==> config.mk <==
export PLATFORM = sky130hd
export DESIGN_NAME = window_fault_qualifier
export DESIGN_NICKNAME = d
export VERILOG_FILES = /design/src/sv/wfq_pkg.sv /design/src/sv/window_fault_qualifier.sv
export SDC_FILE = /design/constraint.sdc
export NUM_CORES = 1
export LEC_CHECK = 0
export BUFFER_PORTS_ARGS = -buffer_cell sky130_fd_sc_hd__buf_4
export CAP_MARGIN = 40
export CORE_MARGIN = 5
export CORE_UTILIZATION = 55
export CTS_CLUSTER_DIAMETER = 100
export DETAILED_ROUTE_END_ITERATION = 12
export GPL_TIMING_DRIVEN = 0
export PLACE_DENSITY = 0.76
export SLEW_MARGIN = 20
export SYNTH_ARGS = -nofsm -noshare
export SYNTH_HDL_FRONTEND = slang
export SYNTH_SLANG_ARGS = --single-unit
==> constraint.sdc <==
create_clock -name aclk -period 6.81 [get_ports aclk]
set_clock_uncertainty 0.15 [all_clocks]
set_input_delay 1.362 -clock aclk [delete_from_list [all_inputs] [get_ports aclk]]
set_output_delay 1.362 -clock aclk [all_outputs]
set_load 0.01 [all_outputs]
==> src/sv/wfq_pkg.sv <==
// types and constants for the window fault qualifier
// no dependencies; imported by window_fault_qualifier
`default_nettype none

package wfq_pkg;

    typedef enum logic [1:0] {
        ST_NORMAL = 2'd0,
        ST_UNDER  = 2'd1,
        ST_OVER   = 2'd2
    } status_t;

    typedef enum logic [2:0] {
        CFG_LOWER_TRIP    = 3'd0,
        CFG_UPPER_TRIP    = 3'd1,
        CFG_LOWER_RECOVER = 3'd2,
        CFG_UPPER_RECOVER = 3'd3,
        CFG_PERSIST_COUNT = 3'd4,
        CFG_TRIP_LIMIT    = 3'd5,
        CFG_CURRENT_MODE  = 3'd6
    } cfg_index_t;

    localparam int CHAN_W   = 4;
    localparam int CFG_W    = 16;
    localparam int THR_W    = 16;
    localparam int CNT_W    = 16;
    localparam int EVT_W    = 8;
    localparam int OUT_W    = 8;
    localparam logic [EVT_W-1:0] EVENT_MAX = 8'd255;

    // per-channel state word held in memory
    typedef struct packed {
        logic              seen;
        logic [EVT_W-1:0]  events;
        logic [CNT_W-1:0]  above_cnt;
        logic [CNT_W-1:0]  under_cnt;
        logic [1:0]        status;
    } chan_state_t;

    localparam int STATE_W = $bits(chan_state_t);

endpackage

`default_nettype wire

==> src/sv/window_fault_qualifier.sv <==
// per-channel window comparator with recovery hysteresis and persistence debounce
// channel state in one synchronous memory; depends on wfq_pkg
//
//  channel | dir | tdata fields (lsb first)      | notes
//  s_axis  | in  | channel[3:0], sample[SW-1:0]  | one item per sample
//  m_axis  | out | chan_out[3:0], status[1:0],   | one item per input item
//          |     | latched[0]                    |
//  cfg     | in  | cfg_index selects register    | write only, no wait
//
// one item per cycle sustained while the output is taken; an accepted item
// passes the update stage, then its result enters the output register (memory
// read, then update and write back); a back-to-back item on the same channel
// takes the written state through a forwarding register
// synchronous active-low reset loads config defaults, clears pipeline and
// per-entry valid bits; entries not yet written read as normal with zero counters
// input stalls only when the output register is full and not being taken
`default_nettype none

module window_fault_qualifier #(
    parameter int CHANNELS     = 16,
    parameter int SAMPLE_WIDTH = 16
) (
    input  wire logic                  aclk,
    input  wire logic                  aresetn,
    // channel[3:0], sample[SAMPLE_WIDTH+3:4]
    input  wire logic [((wfq_pkg::CHAN_W+SAMPLE_WIDTH+7)/8)*8-1:0] s_tdata,
    input  wire logic                  s_tvalid,
    output logic                       s_tready,
    // chan_out[3:0], status[5:4], latched[6]
    output logic [wfq_pkg::OUT_W-1:0]  m_tdata,
    output logic                       m_tvalid,
    input  wire logic                  m_tready,
    input  wire logic                  cfg_we,
    input  wire logic [2:0]            cfg_index,
    input  wire logic [wfq_pkg::CFG_W-1:0] cfg_wdata
);
    import wfq_pkg::*;

    localparam int AW = (CHANNELS > 1) ? $clog2(CHANNELS) : 1;
    localparam int CW = (AW > CHAN_W) ? AW : CHAN_W;
    localparam int CMP_W = ((SAMPLE_WIDTH > THR_W) ? SAMPLE_WIDTH : THR_W) + 1;

    // configuration
    logic signed [THR_W-1:0] lower_trip_reg, upper_trip_reg;
    logic signed [THR_W-1:0] lower_recover_reg, upper_recover_reg;
    logic [CNT_W-1:0]        persist_count_reg;
    logic [EVT_W-1:0]        trip_limit_reg;
    logic                    current_mode_reg;

    always_ff @(posedge aclk) begin
        if (!aresetn) begin
            lower_trip_reg    <= 16'sh8000;
            upper_trip_reg    <= 16'sh7fff;
            lower_recover_reg <= 16'sh8000;
            upper_recover_reg <= 16'sh7fff;
            persist_count_reg <= 16'd10;
            trip_limit_reg    <= 8'd3;
            current_mode_reg  <= 1'b0;
        end else if (cfg_we) begin
            unique case (cfg_index)
                CFG_LOWER_TRIP:    lower_trip_reg    <= cfg_wdata;
                CFG_UPPER_TRIP:    upper_trip_reg    <= cfg_wdata;
                CFG_LOWER_RECOVER: lower_recover_reg <= cfg_wdata;
                CFG_UPPER_RECOVER: upper_recover_reg <= cfg_wdata;
                CFG_PERSIST_COUNT: persist_count_reg <= cfg_wdata;
                CFG_TRIP_LIMIT:    trip_limit_reg    <= cfg_wdata[EVT_W-1:0];
                CFG_CURRENT_MODE:  current_mode_reg  <= cfg_wdata[0];
                default: ;
            endcase
        end
    end

    // input decode
    logic [CHAN_W-1:0]              s_chan;
    logic signed [SAMPLE_WIDTH-1:0] s_sample;
    logic [CW-1:0]                  s_chan_ext;
    logic [AW-1:0]                  s_addr;
    logic                           s_inrange;
    logic                           s_accept;

    assign s_chan     = s_tdata[CHAN_W-1:0];
    assign s_sample   = s_tdata[CHAN_W +: SAMPLE_WIDTH];
    assign s_chan_ext = CW'(s_chan);
    assign s_addr     = s_chan_ext[AW-1:0];
    assign s_inrange  = (32'(s_chan) < 32'(CHANNELS));
    assign s_accept   = s_tvalid && s_tready;

    // update stage
    logic                           s1_valid_reg;
    logic [CHAN_W-1:0]              s1_chan_reg;
    logic signed [SAMPLE_WIDTH-1:0] s1_sample_reg;
    logic [AW-1:0]                  s1_addr_reg;
    logic                           s1_inrange_reg;
    logic                           s1_adv;

    // output register
    logic                           m_valid_reg;
    logic [OUT_W-1:0]               m_data_reg;

    // state memory
    chan_state_t                    mem [CHANNELS];
    chan_state_t                    rd_data_reg;
    logic                           rd_vld_reg;
    logic [CHANNELS-1:0]            vld_reg;
    logic                           fwd_reg;
    chan_state_t                    fwd_data_reg;
    logic                           mem_we;

    chan_state_t                    cur;
    chan_state_t                    upd;
    status_t                        st;
    logic                           lat;

    assign s1_adv   = s1_valid_reg && (!m_valid_reg || m_tready);
    assign s_tready = !s1_valid_reg || s1_adv;
    assign mem_we   = s1_adv && s1_inrange_reg;

    always_ff @(posedge aclk) begin
        if (!aresetn) begin
            s1_valid_reg <= 1'b0;
            fwd_reg      <= 1'b0;
        end else begin
            if (s_accept) begin
                s1_valid_reg <= 1'b1;
                fwd_reg      <= mem_we && (s1_addr_reg == s_addr);
            end else if (s1_adv) begin
                s1_valid_reg <= 1'b0;
                fwd_reg      <= 1'b0;
            end
        end
    end

    always_ff @(posedge aclk) begin
        if (s_accept) begin
            s1_chan_reg    <= s_chan;
            s1_sample_reg  <= s_sample;
            s1_addr_reg    <= s_addr;
            s1_inrange_reg <= s_inrange;
            fwd_data_reg   <= upd;
        end
    end

    always_ff @(posedge aclk) begin
        if (s_accept) begin
            rd_data_reg <= mem[s_addr];
        end
        if (mem_we) begin
            mem[s1_addr_reg] <= upd;
        end
    end

    always_ff @(posedge aclk) begin
        if (!aresetn) begin
            vld_reg    <= '0;
            rd_vld_reg <= 1'b0;
        end else begin
            if (s_accept) begin
                rd_vld_reg <= vld_reg[s_addr];
            end
            if (mem_we) begin
                vld_reg[s1_addr_reg] <= 1'b1;
            end
        end
    end

    // window compares
    logic signed [CMP_W-1:0] smp_x;
    logic signed [CMP_W-1:0] lt_x, ut_x, lr_x, ur_x;
    logic                    bel_trip, abv_trip, bel_rec, abv_rec;
    logic                    under_hit, over_hit;

    assign smp_x    = CMP_W'(s1_sample_reg);
    assign lt_x     = CMP_W'(lower_trip_reg);
    assign ut_x     = CMP_W'(upper_trip_reg);
    assign lr_x     = CMP_W'(lower_recover_reg);
    assign ur_x     = CMP_W'(upper_recover_reg);
    assign bel_trip = smp_x < lt_x;
    assign abv_trip = smp_x > ut_x;
    assign bel_rec  = smp_x < lr_x;
    assign abv_rec  = smp_x > ur_x;

    always_comb begin
        priority if (fwd_reg) begin
            cur = fwd_data_reg;
        end else if (rd_vld_reg) begin
            cur = rd_data_reg;
        end else begin
            cur = '0;
        end
    end

    // persistence: limit already reached
    assign under_hit = !(cur.under_cnt < persist_count_reg);
    assign over_hit  = !(cur.above_cnt < persist_count_reg);

    always_comb begin
        logic [CNT_W-1:0] under_inc;
        logic [CNT_W-1:0] over_inc;
        logic             do_normal;
        logic             do_under;
        logic             do_over;
        under_inc = under_hit ? cur.under_cnt : cur.under_cnt + 1'b1;
        over_inc  = over_hit ? cur.above_cnt : cur.above_cnt + 1'b1;
        upd       = cur;
        st        = ST_NORMAL;
        lat       = 1'b0;
        do_normal = 1'b0;
        do_under  = 1'b0;
        do_over   = 1'b0;

        if (current_mode_reg) begin
            if (cur.events >= trip_limit_reg) begin
                st  = ST_OVER;
                lat = 1'b1;
            end else begin
                unique case (cur.status)
                    ST_NORMAL: begin
                        do_normal = 1'b1;
                        upd.seen  = 1'b0;
                    end
                    ST_OVER: begin
                        do_over = 1'b1;
                        if (!cur.seen) begin
                            if (cur.events != EVENT_MAX) begin
                                upd.events = cur.events + 1'b1;
                            end
                            upd.seen = 1'b1;
                        end
                    end
                    default: st = ST_NORMAL;
                endcase
            end
        end else begin
            unique case (cur.status)
                ST_NORMAL: do_normal = 1'b1;
                ST_UNDER:  do_under  = 1'b1;
                ST_OVER:   do_over   = 1'b1;
                default:   st        = ST_NORMAL;
            endcase
        end

        if (do_normal) begin
            if (bel_trip) begin
                upd.above_cnt = '0;
                upd.under_cnt = under_inc;
                st = under_hit ? ST_UNDER : ST_NORMAL;
            end else if (!abv_trip) begin
                upd.under_cnt = '0;
                upd.above_cnt = '0;
                st = ST_NORMAL;
            end else begin
                upd.under_cnt = '0;
                upd.above_cnt = over_inc;
                st = over_hit ? ST_OVER : ST_NORMAL;
            end
        end
        if (do_under) begin
            if (bel_rec) begin
                upd.above_cnt = '0;
                st = ST_UNDER;
            end else if (!abv_rec) begin
                upd.under_cnt = '0;
                upd.above_cnt = '0;
                st = ST_NORMAL;
            end else begin
                upd.under_cnt = '0;
                upd.above_cnt = over_inc;
                st = over_hit ? ST_OVER : ST_UNDER;
            end
        end
        if (do_over) begin
            if (abv_rec) begin
                upd.under_cnt = '0;
                st = ST_OVER;
            end else if (!bel_rec) begin
                upd.under_cnt = '0;
                upd.above_cnt = '0;
                st = ST_NORMAL;
            end else begin
                upd.above_cnt = '0;
                upd.under_cnt = under_inc;
                st = under_hit ? ST_UNDER : ST_OVER;
            end
        end
        upd.status = st;
    end

    // result
    always_ff @(posedge aclk) begin
        if (!aresetn) begin
            m_valid_reg <= 1'b0;
        end else if (s1_adv) begin
            m_valid_reg <= 1'b1;
        end else if (m_tready) begin
            m_valid_reg <= 1'b0;
        end
    end

    always_ff @(posedge aclk) begin
        if (s1_adv) begin
            if (s1_inrange_reg) begin
                m_data_reg <= {1'b0, lat, st, s1_chan_reg};
            end else begin
                m_data_reg <= {1'b0, 1'b0, ST_NORMAL, s1_chan_reg};
            end
        end
    end

    assign m_tvalid = m_valid_reg;
    assign m_tdata  = m_data_reg;

`ifndef NO_ASSERTIONS
    a_latch_is_over: assert property (@(posedge aclk) disable iff (!aresetn)
        m_valid_reg && m_data_reg[6] |-> m_data_reg[5:4] == ST_OVER)
        else $error("latched result without over status");

    a_status_code: assert property (@(posedge aclk) disable iff (!aresetn)
        m_valid_reg |-> m_data_reg[5:4] != 2'd3)
        else $error("result status out of range");

    a_stall_cause: assert property (@(posedge aclk) disable iff (!aresetn)
        !s_tready |-> s1_valid_reg && m_valid_reg && !m_tready)
        else $error("input stalled without a full output");

    a_fwd_needs_item: assert property (@(posedge aclk) disable iff (!aresetn)
        fwd_reg |-> s1_valid_reg)
        else $error("forwarding flag set with no item in update stage");

    a_write_in_range: assert property (@(posedge aclk) disable iff (!aresetn)
        mem_we |-> s1_valid_reg && s1_inrange_reg && s1_adv)
        else $error("state write without a valid in-range item");
`endif

endmodule

`default_nettype wire
==> impl_metrics.py <==
metrics = {
    "outcome": {
        "run_status": "completed",
    },
    "hold_path": {
        "min_delay_path_depth": 1,
        "worstHoldEndpoint": "vld_reg[12]",
        "holdCritPathClass": "reg -> reg",
        "hold_path.startpoint": "vld_reg[12]",
    },
    "sta": {
        "worst-slew-pin-transition_ps": 877,
        "setup_viol": 0,
        "fmax_mhz": 173,
        "timing_max_transition_violations_final": 0,
        "layout_min_cycle_time_ps": 5790,
        "final_min_period_over_clock_period_pct": 85.1,
        "setup-tns-final_ps": 0,
        "rsz0062_at_grt": "no",
        "timing_hold_violations_final": 0,
        "max_slew_margin_pct": 40.7,
    },
    "yosys": {
        "ys_seq_elements": 910,
        "async_flop_share_pct": 0,
        "combinational_family_with_the_most_area_after_synthesis": "multiplexers",
        "post_synthesis_compound_gate_area_fraction_pct": 6.09,
        "synth_flop_cell": "edfxtp_1",
        "postSynthNetCount": 2342,
        "synth_edf_count": 801,
        "muxShareOfSynthArea_pct": 13.5,
        "simple_gate_share_of_the_synthesized_area_pct": 5.04,
        "synth_cell_type_count": 80,
        "synth.avg_cell_area_um2": 17.3,
        "yosysWarnings": 0,
        "post_synth_xor_area_fraction_pct": 0.255,
        "post_synth_fa_ha_maj_area_fraction_pct": 3.41,
        "sequential_cell_area_fraction_in_the_yosys_report_pct": 69.3,
        "synth.cell_area_um2": 37800,
        "syn_inst": 2191,
    },
    "power_and_ir_drop": {
        "power.static_leakage_nw": 15.7,
        "cellPowerDensity_nw_per_um2": 268,
        "peak_supply_drop_v": 0.000240,
    },
    "grt": {
        "via_count_of_the_first_global_routing_pass": 22500,
        "gr-total-overflow": 0,
        "antenna_found_initial": 0,
        "grt_max_degree": 52,
        "gr-usage-all-layers_pct": 27.0,
        "grt_first_pass_wirelength_um": 147000,
    },
    "placement": {
        "io_buffer_count": 49,
        "gp_routability_congestion": 0.934,
        "dp.cells": 3217,
        "place.detailed.hpwl_um": 65500,
    },
    "finish": {
        "final_core_utilization_pct": 63.8,
        "regArea_um2": 26200,
        "layout_common_cells": "801 x edfxtp_1, 220 x mux4_2, 205 x nand2_1",
        "antenna_cells": 0,
        "post_layout_nonfiller_instances": 3394,
        "largest_reg_flops": 688,
        "multi_input_area_um2": 10900,
        "layout_net_count": 2589,
        "fillerInstances": 4523,
        "ratio_of_cells_with_drive_above_1_in_the_final_layout_pct": 23.7,
        "most_common_cell_after_layout_fill_and_taps_aside": "edfxtp_1",
        "area_growth_pct": 15.4,
    },
    "clock_tree": {
        "clock_tree_from_tritoncts": "built",
        "clock-root-buffer": "clkbuf_16",
        "postCtsHoldBufs": 0,
        "clk_transition_reported_paths_ps": 60,
        "tritoncts.num_buffers": 89,
        "cts.path.max_buffers": 3,
        "cts_htree_levels": 3,
        "resized_cells_post_cts": 0,
        "cts_sinks": 910,
        "clk-insertion-delay-late_ps": 650,
        "post_cts_buffers": 0,
    },
    "worst_setup_path": {
        "cp_common_cell": "buf_4",
        "worstPathRequired_ps": 7110,
        "worstReg2RegStart": "fwd_reg",
        "critPathLaunchType": "register",
        "setup_slack_of_the_most_critical_reg_to_reg_path_ps": 1020,
        "critical_path.endpoint_type": "register",
        "reg2regPathDepth": 17,
        "critPathBufInv": 7,
        "cp.arrival_ps": 6090,
        "cp_top_family": "compound AO/OA/AOI/OAI gates",
        "setup.worst_path.class": "reg -> reg",
        "cpPeakStageDelay_ps": 610,
        "crit_path_max_fanout": 15,
        "critical_path.cell_chain": "buf_4 -> buf_4 -> buf_6 -> buf_2 -> buf_4 -> a22oi_1 -> ha_1 -> nand2b_1 -> a2111oi_1 -> o21ai_1 -> a21boi_2 -> nand3_2 -> o31ai_4 -> buf_4 -> a21oi_1 -> mux2i_1 -> buf_2",
        "timing.critical_path.slowest_stage_cell": "a22oi_1",
        "crit-reg2reg-capture": "mem[14][31]",
    },
    "floorplanning": {
        "die_height_um": 272,
        "placeableCoreArea_um2": 68500,
        "die_area_um2": 74200,
        "floorplan.initialDensity_pct": 55.3,
        "rows": 96,
        "ios": 58,
        "die_width_um": 272,
    },
    "run": {
        "max-cap-violations": 0,
    },
    "drt": {
        "drt-vias-per-instance": 6.55,
        "wl_per_cell_um": 29.5,
        "num_vias": 22200,
        "finalWirelength_um": 100000,
        "detailedRoute.firstPassIterationCount": 6,
        "iteration_0_drc_markers": 3037,
        "ant_nets": 0,
        "drcViolationCount": 0,
    },
}
[how the worst max path moves through the flow]
| stage | cells past startpoint | from | slack, ps | endpoint |
|---|---|---|---|---|
| after CTS | 16 | fwd_reg | 990 | mem[8][26] |
| after detailed placement | 16 | fwd_reg | 1350 | mem[15][26] |
| final | 17 | fwd_reg | 1020 | mem[14][31] |
| after floorplan | 5 | m_tready | 1170 | mem[12][0] |
| after global placement | 6 | m_tready | -3210 | mem[12][21] |
| after global routing | 17 | fwd_reg | 950 | mem[13][31] |
[layout make-up]
class / count / area share, %
clock inverters: 47 / 1.15
clock buffers: 118 / 5.49
plain buffers: 101 / 1.09
repair buffers: 156 / 3.82
well taps: 882 / 2.53
inverters: 109 / 0.936
multi-input cells: 1071 / 24.9
flip-flops and latches: 910 / 60.0
[cell usage after synthesis, types with 10 or more instances]
library cell  count  area share, %
nor2b_1          15           0.25
nor3_1           16           0.21
nor2_1           42           0.42
nand2_1         205            2.0
buf_4            11           0.22
mux4_2          220             13
nand3_1          42           0.56
a21o_1           12           0.24
ha_1            103            3.4
nand2b_1         13           0.21
inv_1           109            1.1
edfxtp_1        801             64
a22oi_1          10           0.20
o21ai_0          29           0.38
a22o_1           20           0.46
mux2i_1          15           0.40
dfxtp_1         109            5.8
o21a_1           24           0.48
a21boi_0         54            1.1
clkbuf_1         53           0.53
a21oi_1          60           0.79
nand4_1          25           0.41
o211ai_1         38           0.75
buf_2            24           0.32
a31oi_1          10           0.17
buf_1            10          0.099
[per-layer routing]
layer / wire, um / global-route usage [%] / vias to the layer above / part of all wire [%]
li1: - / - / 9201 / -
met1: 35800 / 35.1 / 11200 / 36
met2: 49600 / 45.7 / 1536 / 50
met3: 10200 / 5.05 / 300 / 10
met4: 4510 / 10.4 / 0 / 4.5
met5: 0 / 0 / - / 0
[cells by family after synthesis]
group / after synthesis
XOR/XNOR: 11
adder cells (fa/ha/maj): 103
flip-flops: 910
AND/OR/NAND/NOR: 405
buffers and inverters: 210
AO/OA/AOI/OAI: 314
other: 1
multiplexers: 237
[power by group]
part | internal, mW | switching [mW]
registers | 6.10 | 0.0436
clock network | 2.83 | 2.08
logic | 0.262 | 0.373
total | 9.19 | 2.50
[worst register-to-register path, stage by stage, from the launching register on]
cell       delay (ps)
dfxtp_1           350
buf_4             190
buf_4             220
buf_6             190
buf_2             230
buf_4             240
a22oi_1           610
ha_1              370
nand2b_1          170
a2111oi_1         580
o21ai_1           230
a21boi_2          220
nand3_2           170
o31ai_4           490
buf_4             260
a21oi_1            90
mux2i_1           440
buf_2             370
[per-stage QoR]
| stage | hold slack, ps | setup WS [ps] | total power, mW | area [um^2] |
|---|---|---|---|---|
| 2_1_floorplan | 274 | 1170 | 6.63 | 37800 |
| 3_3_place_gp | 291 | -3210 | 6.83 | 39300 |
| 3_5_place_dp | 303 | 1350 | 6.87 | 40700 |
| 4_1_cts | 316 | 994 | 11.7 | 43600 |
| 5_1_grt | 332 | 946 | 12.0 | 43700 |
| 6_report | 314 | 1020 | 11.7 | 43700 |
(Power assumes the default switching activity.)
